===== config.mk =====
export PLATFORM = sky130hd
export DESIGN_NAME = stawa_cmp
export DESIGN_NICKNAME = d
export VERILOG_FILES = /design/src/sv/stawa_pkg.sv /design/src/sv/stawa_cmp.sv
export SDC_FILE = /design/constraint.sdc
export NUM_CORES = 1
export LEC_CHECK = 0
export ABC_AREA = 1
export BUFFER_PORTS_ARGS = -buffer_cell sky130_fd_sc_hd__buf_2
export CAP_MARGIN = 20
export CORE_AREA = 2 2 90 92
export DETAILED_ROUTE_END_ITERATION = 10
export DIE_AREA = 0 0 92 94
export GPL_TIMING_DRIVEN = 0
export PLACE_DENSITY_LB_ADDON = 0.15
export SETUP_SLACK_MARGIN = 0.2
export SYNTH_ARGS = -nofsm -noshare
export SYNTH_HDL_FRONTEND = slang
export SYNTH_SLANG_ARGS = --single-unit

===== constraint.sdc =====
create_clock -name vclk -period 3.06
set_input_delay 0.306 -clock vclk [all_inputs]
set_output_delay 0.306 -clock vclk [all_outputs]
set_load 0.01 [all_outputs]

===== src/sv/stawa_pkg.sv =====
package stawa_pkg;

   localparam int KEY_W = 50;
   localparam int CSR_W = 16;
   localparam int CSR_IDX_W = 2;

   localparam int DEF_SESSION_SLOTS = 64;
   localparam int DEF_BLOCK_SLOTS = 16;
   localparam int DEF_TIME_BITS = 32;

   localparam logic [15:0] TIMEOUT_RST = 16'd30;
   localparam logic [6:0] LIMIT_RST = 7'd64;
   localparam logic [6:0] RATE_RST = 7'd8;

   // register indexes
   localparam logic [CSR_IDX_W-1:0] CSR_TIMEOUT = 2'd0;
   localparam logic [CSR_IDX_W-1:0] CSR_LIMIT = 2'd1;
   localparam logic [CSR_IDX_W-1:0] CSR_RATE = 2'd2;

   // operations
   localparam logic [2:0] FN_CREATE = 3'd0;
   localparam logic [2:0] FN_QUERY = 3'd1;
   localparam logic [2:0] FN_REMOVE = 3'd2;
   localparam logic [2:0] FN_GRACE = 3'd3;
   localparam logic [2:0] FN_TICK = 3'd4;
   localparam logic [2:0] FN_SHUTDOWN = 3'd5;
   localparam logic [2:0] FN_LOAD = 3'd6;
   localparam logic [2:0] FN_SPARE = 3'd7;

   // result codes
   localparam logic [2:0] ST_CREATED = 3'd0;
   localparam logic [2:0] ST_EXISTS = 3'd1;
   localparam logic [2:0] ST_BLOCKED = 3'd2;
   localparam logic [2:0] ST_LIMIT = 3'd3;
   localparam logic [2:0] ST_ACTIVE = 3'd4;
   localparam logic [2:0] ST_ABSENT = 3'd5;
   localparam logic [2:0] ST_REMOVED = 3'd6;
   localparam logic [2:0] ST_DONE = 3'd7;

   typedef struct packed {
      logic [2:0]       func;
      logic [KEY_W-1:0] subscriber_id;
      logic [3:0]       blocklist_slot;
   } req_type;

   typedef struct packed {
      logic [2:0]       status;
      logic [6:0]       active_count;
      logic [KEY_W-1:0] removed_id;
      logic [6:0]       expired_count;
      logic             last;
   } rsp_type;

endpackage


===== src/sv/stawa_cmp.sv =====
module stawa_cmp import stawa_pkg::*; #(
   parameter int TIME_BITS = DEF_TIME_BITS
) (
   input  logic [KEY_W-1:0]     key_a,
   input  logic [KEY_W-1:0]     key_b,
   input  logic [TIME_BITS-1:0] now,
   input  logic [TIME_BITS-1:0] start,
   input  logic [15:0]          timeout,
   output logic                 key_eq,
   output logic                 aged
);

   logic [TIME_BITS-1:0] age;

   assign key_eq = (key_a == key_b);
   assign age = now - start;   // wraps as the seconds counter does
   assign aged = (age > TIME_BITS'(timeout));

endmodule


==> results_dict.tcl <==
set metrics [dict create \
    finalCriticalPeriod_ns 3.23 \
    max_stage_delay_ns 0.30 \
    yosys_warnings 0 \
    hold_class "in2out" \
    grtUsageTotal_pct 26.6 \
    crit_path_frequent_cell "nand2_1" \
    wl_per_cell_um 11.8 \
    status "finished with violations" \
    ff_latch_area_um2 0 \
    drt_first_pass_iters 5 \
    rows 32 \
    cp-startpoint "start[1]" \
    clkbuf_count 0 \
    fin_tns_setup_ns -0.175 \
    stdcell_count 1037 \
    critPathTopFamily "simple AND/OR/NAND/NOR gates" \
    hold_viol 0 \
    dp.cells 1019 \
    cp_max_fo 3 \
    grt_pass1_wl_um 19300 \
    io_pins 182 \
    drv_slew 0 \
    worst_slack_ns -0.175 \
    final_util_pct 71.0 \
    nNetsFinal 1164 \
    crit_path_start_kind "primary input" \
    final_common_cell "nand2_1" \
    fp.dieW_um 92 \
    synthCells 735 \
    critPathSlowestCell "ha_1" \
    cp.depth 22 \
    grt_antenna_before_repair 1 \
    synth.top_cell.area_share_pct 25.9 \
    synthToLayoutAreaGrowth_pct 43.3 \
    fin_crit_sh_pct 106 \
    grt_pass1_vias 4776 \
    grt_max_degree 7 \
    numPortBuffers 182 \
    final_layout_size_suffix_gt1_share_pct 35.4 \
    yosysTopAreaCell "nand2_1" \
    drv_cap 0 \
    peakVddDrop_mv 0.0945 \
    leakage_nw 3.40 \
    wirelength_um 12200 \
    setup_violations 1 \
    grt_overflow 0 \
    cp_num_buf_inv 3 \
    nFlopsAndLatches 0 \
    rsz0062_at_grt "yes" \
    viasPerCell 4.75 \
    dieArea_mm2 0.00865 \
    start_util_pct 49.6 \
    synth_area_per_cell_um2 5.13 \
    slew_headroom_pct 81.3 \
    ys_seq_area_share_pct 0 \
    cts_hold_buf 0 \
    power_w 0.000999 \
    cp.required_ns 2.75 \
    final_cell_mix "nand2_1, buf_2, inv_1" \
    syn_nets 963 \
    max_freq_ghz 0.309 \
    dp.final_hpwl_um 10200 \
    dr_total_vias 4924 \
    synth_area_leaders "nand2_1, inv_1, ha_1" \
    ys_types 26 \
    tightest_slew_ns 0.279 \
    drtIter0Drc 203 \
    core-area_mm2 0.00761 \
    arrival_ns 2.93 \
    synth_area_mm2 0.00377 \
    violations "negative setup slack" \
    path_class "in2out" \
    die_y_um 94 \
    end_kind "output port" \
    place.gp.congestion 0.940 \
    postRouteAntennaNets 0 \
    drc 0 \
    worstSetupEndpoint "aged" \
    pwr_density_cell_mw_per_mm2 185 \
    crit_chain "buf_2, inv_1, ha_1, nand2_1, nor2_2, nand2_1, nand3_2, nand2_1, nand2_2, xor2_2, ha_1, a21oi_2, o21ai_0, a21oi_1, nand2_1, nand2_1, nand3_1, nor2_1, nand2_1, nor2_1, nand2_1, buf_2" \
]
-- kinds of logic after synthesis --
group           Yosys count  share of synthesized area, %
xor+xnor                 59                          13.7
compound gates           34                          4.91
simple gates            409                          46.9
fa+ha+maj                48                          16.1
buf+inv                 185                          18.4
-- how the worst min path moves through the flow --
stage,start,end,cells past startpoint
after floorplan,key_a[31],key_eq,3
after global placement,key_a[31],key_eq,5
after detailed placement,key_a[31],key_eq,5
after CTS,key_a[31],key_eq,5
after global routing,key_a[31],key_eq,5
final,key_a[31],key_eq,5
-- report_power, final --
group / switching, W / internal (W) / leakage [nW]
sequential: 0 / 0 / 0
combinational: 0.000558 / 0.000441 / 3.40
clock: 0 / 0.0000000000438 / 0.00000634
-- stage by stage --
step | worst slack, ns | cell area [µm²] | hold WS [ns]
after global routing | -0.380 | 5400 | 1.04
after CTS | -0.201 | 5070 | 1.01
after floorplan | 0.258 | 3780 | 0.786
final | -0.175 | 5400 | 1.01
after global placement | -0.345 | 4820 | 1.00
after detailed placement | -0.330 | 4820 | 1.01
-- worst min-delay path, stage by stage --
cell	delay (ns)
buf_2	0.08
xnor2_1	0.05
nand4_1	0.08
nor4b_1	0.05
buf_2	0.14
-- what timing repair did --
| item | CTS | global route |
|---|---|---|
| cloned | 0 | 0 |
| endpoints found under the setup margin | 1 | 1 |
| resized for setup | 34 | 80 |
| pin swaps | 15 | 50 |
| buffers inserted | 5 | 12 |
-- cell type report --
class / instances / area [µm²]
multi-input cells: 550 / 3510
fillers: 677 / 2200
repair buffers: 199 / 1060
inverters: 185 / 699
well taps: 102 / 128
diodes: 1 / 2.50
-- routing by layer --
metal	track usage, %	up-vias	wire, µm
met1	29.7	2126	4730
met2	53.4	179	6430
met4	7.59	0	383
met3	1.93	34	697
met5	0	-	0
li1	-	2585	-
-- synthesized netlist by cell type, types with 2 or more instances --
library cell  count
nand4_1          13
nand3_1          25
nor3_1            4
xnor2_1          27
o2111ai_1         2
nand3b_1          3
nor2_2           15
o21ai_0           4
nor2_1           52
o21bai_1          2
a21oi_1          25
inv_1           184
nand2_2          21
or2_2             4
ha_1             47
nand2_1         260
xor2_1           32
and2_1            3
nand3_2           5
Note: power is estimated with default switching activity, not from simulation.
